===== src/hdl/tkm_pkg.sv =====
// shared constants of the timestamp k-way merge
// no dependencies
`default_nettype none
package tkm_pkg;
	localparam int NUM_STREAMS_DEF = 16;
	localparam int INPUT_REACH     = 16;
	localparam int IDX_W           = 4;
	localparam int TS_W            = 64;
	localparam int TAG_W           = 32;
	localparam int CFG_W           = 5;
endpackage
`default_nettype wire


===== src/hdl/tkm_ram.sv =====
// generic single write port, single read port ram with registered read
// no dependencies
`default_nettype none
module tkm_ram #(
	parameter int WIDTH = 8,
	parameter int DEPTH = 16
) (
	input  wire logic                                     clk,
	input  wire logic                                     we,
	input  wire logic [(DEPTH > 1 ? $clog2(DEPTH) : 1)-1:0] waddr,
	input  wire logic [WIDTH-1:0]                         wdata,
	input  wire logic                                     re,
	input  wire logic [(DEPTH > 1 ? $clog2(DEPTH) : 1)-1:0] raddr,
	output logic      [WIDTH-1:0]                         rdata
);
	logic [WIDTH-1:0] mem_q [DEPTH];

	always_ff @(posedge clk) begin
		if (we) begin
			mem_q[waddr] <= wdata;
		end
		if (re) begin
			rdata <= mem_q[raddr];
		end
	end
endmodule
`default_nettype wire


===== src/hdl/timestamp_kway_merge.sv =====
// timestamp k-way merge, top level
// the input that completes the head set starts a scan with one head-memory read per
//   effective stream, each read compared, and the emit state then loads the output
//   register (all_done skips the scan); one input every cycle while no result is due;
//   inputs then wait until the result is in the output register, longer while it stalls
// reset: arst_n asynchronous, active low; clears slot flags, merge state, stream count to 1
`default_nettype none
module timestamp_kway_merge #(
	parameter int NUM_STREAMS = tkm_pkg::NUM_STREAMS_DEF
) (
	input  wire logic                      clk,
	input  wire logic                      arst_n,
	// configuration write channel
	input  wire logic                      cfg_valid,
	output logic                           cfg_ready,
	input  wire logic [tkm_pkg::CFG_W-1:0] cfg_data,
	// input events
	input  wire logic                      in_valid,
	output logic                           in_ready,
	input  wire logic [tkm_pkg::IDX_W-1:0] stream_index,
	input  wire logic [tkm_pkg::TS_W-1:0]  timestamp,
	input  wire logic [tkm_pkg::TAG_W-1:0] event_tag,
	input  wire logic                      end_of_stream,
	// merged output
	output logic                           out_valid,
	input  wire logic                      out_ready,
	output logic [tkm_pkg::IDX_W-1:0]      out_stream,
	output logic [tkm_pkg::TS_W-1:0]       out_timestamp,
	output logic [tkm_pkg::TAG_W-1:0]      out_tag,
	output logic                           all_done
);
	import tkm_pkg::*;

	// streams that can ever be addressed
	localparam int LIMIT  = (NUM_STREAMS < INPUT_REACH) ? NUM_STREAMS : INPUT_REACH;
	localparam int CNT_W  = $clog2(LIMIT + 1);
	localparam int SLOT_W = (NUM_STREAMS > 1) ? $clog2(NUM_STREAMS) : 1;
	localparam int DATA_W = TS_W + TAG_W;

	typedef enum logic [2:0] {
		ST_IDLE = 3'b001,
		ST_SCAN = 3'b010,
		ST_EMIT = 3'b100
	} state_t;

	state_t                 state_q;
	logic [CFG_W-1:0]       cfg_q;
	logic [NUM_STREAMS-1:0] head_valid_q;
	logic [NUM_STREAMS-1:0] finished_q;
	logic                   merge_done_q;

	// scan loop
	logic [CNT_W-1:0]  n_q;
	logic [CNT_W-1:0]  rd_q;
	logic              rd_s1;
	logic [SLOT_W-1:0] slot_s1;
	logic              any_q;
	logic [SLOT_W-1:0] best_slot_q;
	logic [TS_W-1:0]   best_time_q;
	logic [TAG_W-1:0]  best_tag_q;

	// output register
	logic              out_valid_q;
	logic [IDX_W-1:0]  out_stream_q;
	logic [TS_W-1:0]   out_time_q;
	logic [TAG_W-1:0]  out_tag_q;
	logic              all_done_q;

	logic [CNT_W-1:0]  n_eff;
	logic [SLOT_W-1:0] s_slot;
	logic              in_range;
	logic              take;
	logic              set_ready;
	logic              set_any;
	logic              accept;
	logic              ram_re;
	logic [DATA_W-1:0] ram_rdata;
	logic [TS_W-1:0]   rd_time;
	logic [TAG_W-1:0]  rd_tag;
	logic              out_free;

	assign cfg_ready = 1'b1;
	assign in_ready  = (state_q == ST_IDLE);
	assign accept    = in_valid && in_ready;
	assign out_free  = !out_valid_q || out_ready;

	// effective stream count: zero acts as one, large values saturate
	always_comb begin
		if (cfg_q == '0) begin
			n_eff = CNT_W'(1);
		end else if (int'(cfg_q) > LIMIT) begin
			n_eff = CNT_W'(LIMIT);
		end else begin
			n_eff = CNT_W'(cfg_q);
		end
	end

	// slot check and readiness of the head set after this transaction
	always_comb begin
		s_slot    = SLOT_W'(stream_index);
		in_range  = int'(stream_index) < int'(n_eff);
		take      = in_range && !merge_done_q && !head_valid_q[s_slot] && !finished_q[s_slot];
		set_ready = 1'b1;
		set_any   = 1'b0;
		for (int i = 0; i < NUM_STREAMS; i++) begin
			if (i < int'(n_eff)) begin
				if (!head_valid_q[i] && !finished_q[i] && !(SLOT_W'(i) == s_slot)) begin
					set_ready = 1'b0;
				end
				if (head_valid_q[i] || (SLOT_W'(i) == s_slot && !end_of_stream)) begin
					set_any = 1'b1;
				end
			end
		end
	end

	assign ram_re = (state_q == ST_SCAN) && (rd_q < n_q);
	assign rd_time = ram_rdata[DATA_W-1:TAG_W];
	assign rd_tag  = ram_rdata[TAG_W-1:0];

	// head timestamps and tags, one entry per stream
	tkm_ram #(
		.WIDTH(DATA_W),
		.DEPTH(NUM_STREAMS)
	) u_head_ram (
		.clk  (clk),
		.we   (accept && take && !end_of_stream),
		.waddr(s_slot),
		.wdata({timestamp, event_tag}),
		.re   (ram_re),
		.raddr(SLOT_W'(rd_q)),
		.rdata(ram_rdata)
	);

	always_ff @(posedge clk or negedge arst_n) begin
		if (!arst_n) begin
			state_q      <= ST_IDLE;
			cfg_q        <= CFG_W'(1);
			head_valid_q <= '0;
			finished_q   <= '0;
			merge_done_q <= 1'b0;
			rd_s1        <= 1'b0;
			out_valid_q  <= 1'b0;
		end else begin
			if (cfg_valid) begin
				cfg_q <= cfg_data;
			end
			// a new result refills the register in the cycle the old one leaves
			if (state_q == ST_EMIT && out_free) begin
				out_valid_q <= 1'b1;
			end else if (out_valid_q && out_ready) begin
				out_valid_q <= 1'b0;
			end
			rd_s1 <= ram_re;
			case (state_q)
				ST_IDLE: begin
					if (accept && take) begin
						if (end_of_stream) begin
							finished_q[s_slot] <= 1'b1;
						end else begin
							head_valid_q[s_slot] <= 1'b1;
						end
						if (set_ready) begin
							// no heads left means the final transaction
							state_q <= set_any ? ST_SCAN : ST_EMIT;
						end
					end
				end
				ST_SCAN: begin
					// leave once the last read has been compared
					if (rd_q == n_q && !rd_s1) begin
						state_q <= ST_EMIT;
					end
				end
				ST_EMIT: begin
					if (out_free) begin
						if (any_q) begin
							head_valid_q[best_slot_q] <= 1'b0;
						end else begin
							merge_done_q <= 1'b1;
						end
						state_q <= ST_IDLE;
					end
				end
				default: begin
					state_q <= ST_IDLE;
				end
			endcase
		end
	end

	// scan datapath, no reset needed
	always_ff @(posedge clk) begin
		if (accept) begin
			n_q   <= n_eff;
			rd_q  <= '0;
			any_q <= 1'b0;
		end
		if (ram_re) begin
			rd_q <= rd_q + CNT_W'(1);
		end
		slot_s1 <= SLOT_W'(rd_q);
		// strict compare keeps the lower stream on a tie
		if (rd_s1 && head_valid_q[slot_s1] && (!any_q || rd_time < best_time_q)) begin
			any_q       <= 1'b1;
			best_slot_q <= slot_s1;
			best_time_q <= rd_time;
			best_tag_q  <= rd_tag;
		end
		if (state_q == ST_EMIT && out_free) begin
			if (any_q) begin
				out_stream_q <= IDX_W'(best_slot_q);
				out_time_q   <= best_time_q;
				out_tag_q    <= best_tag_q;
				all_done_q   <= 1'b0;
			end else begin
				out_stream_q <= '0;
				out_time_q   <= '0;
				out_tag_q    <= '0;
				all_done_q   <= 1'b1;
			end
		end
	end

	assign out_valid     = out_valid_q;
	assign out_stream    = out_stream_q;
	assign out_timestamp = out_time_q;
	assign out_tag       = out_tag_q;
	assign all_done      = all_done_q;
endmodule
`default_nettype wire


===== config.mk =====
export PLATFORM = sky130hd
export DESIGN_NAME = timestamp_kway_merge
export DESIGN_NICKNAME = d
export VERILOG_FILES = /design/src/hdl/tkm_pkg.sv /design/src/hdl/tkm_ram.sv /design/src/hdl/timestamp_kway_merge.sv
export SDC_FILE = /design/constraint.sdc
export NUM_CORES = 2
export LEC_CHECK = 0
export BUFFER_PORTS_ARGS = -buffer_cell sky130_fd_sc_hd__buf_2
export CORE_MARGIN = 2
export CORE_UTILIZATION = 62
export CTS_BUF_LIST = sky130_fd_sc_hd__clkbuf_8 sky130_fd_sc_hd__clkbuf_16
export CTS_CLUSTER_DIAMETER = 100
export DETAILED_ROUTE_END_ITERATION = 6
export GPL_TIMING_DRIVEN = 1
export PLACE_DENSITY_LB_ADDON = 0.05
export SETUP_SLACK_MARGIN = 0.15
export SLEW_MARGIN = 25
export SYNTH_ARGS = -nofsm -noshare
export SYNTH_HDL_FRONTEND = slang
export SYNTH_SLANG_ARGS = --single-unit

===== constraint.sdc =====
create_clock -name clk -period 12.9 [get_ports clk]
set_clock_uncertainty 0.15 [all_clocks]
set_input_delay 3.225 -clock clk [delete_from_list [all_inputs] [get_ports clk]]
set_output_delay 3.225 -clock clk [all_outputs]
set_load 0.005 [all_outputs]

Word level (Yosys, flattened, before mapping). Memory sizes are Yosys's and may differ from the RTL's. A register that Yosys moved wholly into a read port is not among the register bits. Cells that the tools add are included.

Register bits after elaboration: 259. Output and inout bits: 104. Memories kept: 1. Input bits: 111. RAM bits: 1536. Logic and storage cells: 313.

Memories: u_head_ram.mem_q (words 16, bits a word 96, rd ports 1, clocked after Yosys merged registers in 1, wr ports 1, line tkm_ram.sv:16) `logic [WIDTH-1:0] mem_q [DEPTH];`.

Bitwise gates (word level): 5. Add/sub/neg operators: 1. Mux-type cells: 94. Equal/unequal tests: 25. Reduce and logical (&&, ||, !) cells: 144. Order comparisons: 25.

Operators with widths (number): 1-bit two-way mux (74); 64-bit < comparator (1); 16-bit two-way mux (4); 1-bit logical AND (62); 1-bit logical NOT (55); 4-bit by 5-bit < comparator with 1-bit output, first input constant (8); 4-bit == test, first input constant (8); 16-bit OR (2); 16-bit case mux with 2 select lines (1); 3-bit by 5-bit < comparator with 1-bit output, first input constant (4); 5-bit two-way mux (4); 1-bit logical OR (18); 16-bit bitwise AND (1); 3-bit by 4-bit == test with 1-bit output, first input constant (4); 16-bit inverter (1); 4-bit by 5-bit < comparator with 1-bit output, second input constant (3); 3-bit two-way mux (5); 1-bit binary-select mux with 4-bit select (3); 1-bit by 5-bit < comparator with 1-bit output, first input constant (2); 2-bit by 5-bit < comparator with 1-bit output, first input constant (2); 3-bit case mux with 3 select lines (1); 1-bit demux with 4-bit select (2); 2-bit by 4-bit == test with 1-bit output, first input constant (2); 4-bit by 1-bit >= comparator with 1-bit output, second input constant (2); 18 further kinds (25).

Logic depth before layout (Yosys ltp).
Depth in word-level cells: 39. Depth in mapped cells: 12. Mapped depth without buffers: 10.

Hierarchy. From an unflattened synthesis, not the netlist that was laid out.

Cell total of the unflattened synthesis: 3371. Area, all modules: 71991.5 um2.

Modules (own cells, without submodules): tkm_ram (seq. area each 49007.0 um2, area each 60316.6 um2, times used 1, cells an instance 2460); timestamp_kway_merge (seq. area each 7514.7 um2, area each 11674.9 um2, times used 1, cells an instance 911).

Worst setup path after synthesis. No wires, ideal clock.

Path kind: in2reg. Start: input stream_index[1] in the netlist's numbering. End: memory u_head_ram.mem_q[15][0] in the netlist's numbering (enable). Stages: 7. Slack: 606 ps. Buffers on the path: 1. Arrival: 11473 ps. Required time: 12079 ps. Cell sequence: buf_6 > or4_1 > o311a_1 > a2111o_1 > nor4_4 > nand2_4 > nor3_1.

Longest elaborated chain between the ends: 9.

RTL lines: start: declaration (line timestamp_kway_merge.sv:20) `input wire logic [tkm_pkg::IDX_W-1:0] stream_index,`; 1-bit binary-select mux with 4-bit select (line timestamp_kway_merge.sv:102) `take = in_range && !merge_done_q && !head_valid_q[s_slot] && !finished_q[s_slot];`; 1-bit two-way mux (not written as such) (line timestamp_kway_merge.sv:102); 1-bit logical NOT (line timestamp_kway_merge.sv:102); 1-bit logical AND (2 in series) (line timestamp_kway_merge.sv:102); 1-bit logical AND (2 in series) (line timestamp_kway_merge.sv:127) `.we (accept && take && !end_of_stream),`; 1-bit two-way mux (line tkm_ram.sv:19) `if (we) begin`; 1-bit two-way mux (not written as such) (line tkm_ram.sv:20) `mem_q[waddr] <= wdata;`; end: declaration (line tkm_ram.sv:16).

Parallel ways exist; a longest one is shown, timed or not. The select of a mux whose other input is x is not followed.

Worst setup path after layout.
Start: input stream_index[1] in the netlist's numbering. End: memory u_head_ram.mem_q[9][35] in the netlist's numbering (enable).

The elaborated chain is that of the path after synthesis.

==> results.py <==
metrics = {
    "placement": {
        "postPlaceCellArea_sq_um": 74900,
        "dp_hpwl_mm": 82.9,
        "post-place-ws_ns": 4.82,
        "routabilityCongestion": 0.859,
        "port_buffers": 213,
    },
    "sta": {
        "hold_viol_final": 0,
        "worst_slew_pin_slew_ns": 1.07,
        "holdWs_ns": 0.267,
        "fin_crit_ns": 7.30,
        "slew_headroom": 0.287,
        "setup_viol": 0,
        "rsz0062_at_grt": "false",
        "max_freq_mhz": 137,
        "slew_viol_final": 0,
        "setup_ws_ns": 5.60,
        "timing.setup.tns_ns": 0,
        "fin_crit_sh": 0.566,
    },
    "route": {
        "remaining_drc_errors": 0,
        "dr.pass1.iters": 6,
        "wl_per_cell_microns": 30.5,
        "wl_mm": 156,
        "ant_nets": 0,
        "post_drt_via_cell_ratio": 6.48,
        "dr_total_vias": 33136,
        "drt_iter0_markers": 3153,
    },
    "cts": {
        "cts_sinks": 1891,
        "clk_latency_ns": 0.78,
        "postCtsResizedCells": 0,
        "cts_made_buffers": 184,
        "cts_hold_buf": 0,
        "cts_max_level": 4,
        "cts_tree": "yes",
        "path_clk_slew_ns": 0.06,
        "cts_root_buffer": "clkbuf_16",
        "clockBufferDepth": 3,
        "cts_setup_buffers": 0,
    },
    "final_layout": {
        "drive_gt1_frac": 0.289,
        "synthToLayoutAreaGrowth_pct": 12.5,
        "fin_area_sq_um": 80800,
        "nNetsFinal": 3625,
        "fin_util": 0.705,
    },
    "power_and_ir_drop": {
        "p_leak_nw": 26.5,
        "powerDensity_nw_per_um2": 148,
        "ir_drop_uv": 129,
    },
    "global_route": {
        "antenna_found_initial": 28,
        "grt_pass1_vias": 34171,
        "grt_pass1_wl_mm": 229,
        "grt_max_degree": 109,
        "grt_overflow_total": 0,
        "grt_usage": 0.271,
    },
    "worst_setup_path": {
        "setup.worst_path.start_class": "input port",
        "reg2reg_slack_ns": 7.42,
        "crit_fanout": 53,
        "reg2reg_from": "cfg_q[4]",
        "crit_required_ns": 13.14,
        "crit_start": "stream_index[1]",
        "crit_path_end_kind": "flop",
        "critPathKind": "in2reg",
        "cp-endpoint": "u_head_ram.mem_q[9][35]",
        "r2r-end": "u_head_ram.mem_q[9][35]",
        "arrival_ns": 7.54,
        "r2r_cells": 11,
    },
    "synth": {
        "syn-num-nets": 3314,
        "yosys.area_share.simple": 0.0210,
        "synth_edf_count": 1843,
        "syn_inst": 3131,
        "async_flop_share": 0.0227,
        "synth_cell_types": 71,
        "synth_fa_ha_area_frac": 0.0127,
        "synth_top_family_by_area": "multiplexers",
        "syn_area_per_cell_sq_um": 23.0,
        "yosys_warnings": 0,
        "ys_seq_area_frac": 0.786,
        "synthMuxAreaShare": 0.153,
        "yosys_register_bits": 1891,
        "synthesis.area_sq_um": 71900,
        "synth_compound_gate_area_share": 0.0138,
        "synthFlopType": "edfxtp_1",
        "synth_xor_area_frac": 0.000366,
    },
    "die": {
        "die_area_sq_um": 119000,
        "die_x_microns": 344,
        "pin_count": 215,
        "start_util": 0.627,
        "die_h_microns": 344,
        "fp-row-count": 124,
        "core_sq_um": 115000,
    },
    "min_path": {
        "hold_path_depth": 0,
        "hold_class": "reg2reg",
    },
    "flow_run": {
        "maxCapViolations": 0,
    },
    "run_status": {
        "status": "completed",
    },
}
synthesized netlist by cell type, drive strengths merged (9+ instances only):
cell type  count  area [sq um]
edfxtp      1843         55300
mux4         488         11000
nor2         125           494
clkbuf        99           372
inv           84           315
ha            72           901
buf           43           193
dfrtp         41          1030
and2          37           231
nand2         37           146
a21oi         34           170
o21ai         30           150
nor3          28           160
nand3         18          90.1
a21o          17           128
nand2b         9          56.3
nand4          9          56.3
final cells by class:
class / instances / area, sq um
Timing Repair Buffer: 267 / 1670
Clock inverter: 148 / 1100
Inverter: 84 / 318
Sequential cell: 1891 / 56500
Fill cell: 6852 / 33800
Antenna cell: 10 / 25.0
Clock buffer: 190 / 4740
Multi-Input combinational cell: 1014 / 14600
Tap cell: 1512 / 1890
kinds of logic after synthesis:
family,after synthesis
AOI/OAI and AO/OA,146
xor gates and xnor gates,3
adders and majority gates,73
buffers and inverters,226
DFF,1891
muxes,491
other,1
and+or+nand+nor,300
where the power goes:
part           switching [mW]  internal (mW)  total [mW]
Clock                    2.20           2.95        5.15
Combinational          0.0941         0.0231       0.117
Sequential            0.00526           6.72        6.73
placed cells by master, fill, tap and decap left out, types with 37 or more instances in the layout:
cell type,instances
clkbuf_16,189
clkinv_1,46
inv_1,122
ha_1,72
buf_2,212
and2_1,37
dfrtp_1,41
mux4_2,488
nor2_1,118
edfxtp_1,1843
buf_4,40
metrics by stage:
stage,cells,total power [mW]
finish,5116,12.0
global route,5113,12.3
CTS,5103,12.1
detailed placement,4765,6.97
global placement,4763,6.97
floorplan,3131,6.88
state kept, by name, summed over array words and instances (netlist names), 16 cells and up:
| name | count |
|---|---|
| u_head_ram.mem_q | 1536 |
| u_head_ram.rdata | 96 |
| best_time_q | 64 |
| out_timestamp | 64 |
| best_tag_q | 32 |
| out_tag | 32 |
| finished_q | 16 |
| head_valid_q | 16 |
worst min path at each step:
stage / start / end / slack, ns
6_report: u_head_ram.rdata[11] / best_tag_q[11] / 0.27
3_3_place_gp: u_head_ram.rdata[18] / best_tag_q[18] / 0.25
4_1_cts: u_head_ram.rdata[7] / best_tag_q[7] / 0.27
5_1_grt: u_head_ram.rdata[28] / best_tag_q[28] / 0.27
2_1_floorplan: rd_q[2] / slot_s1[2] / 0.22
3_5_place_dp: u_head_ram.rdata[7] / best_tag_q[7] / 0.26
worst max-delay path, stage by stage:
cell and delay (ns):
buf_2 0.35, nand2b_1 0.28, o311a_1 0.35, a2111o_1 0.41
nor4_4 0.59, nand2_4 0.34, nor3_4 0.24, buf_4 0.66
buf_4 0.91
routing by layer:
metal  track usage  wire length [microns]
met5             0                    157
met4        0.0854                   3820
met1         0.393                  63400
met3        0.0549                  11500
met2         0.424                  76900
No activity file was read; power rests on OpenSTA's default activity.
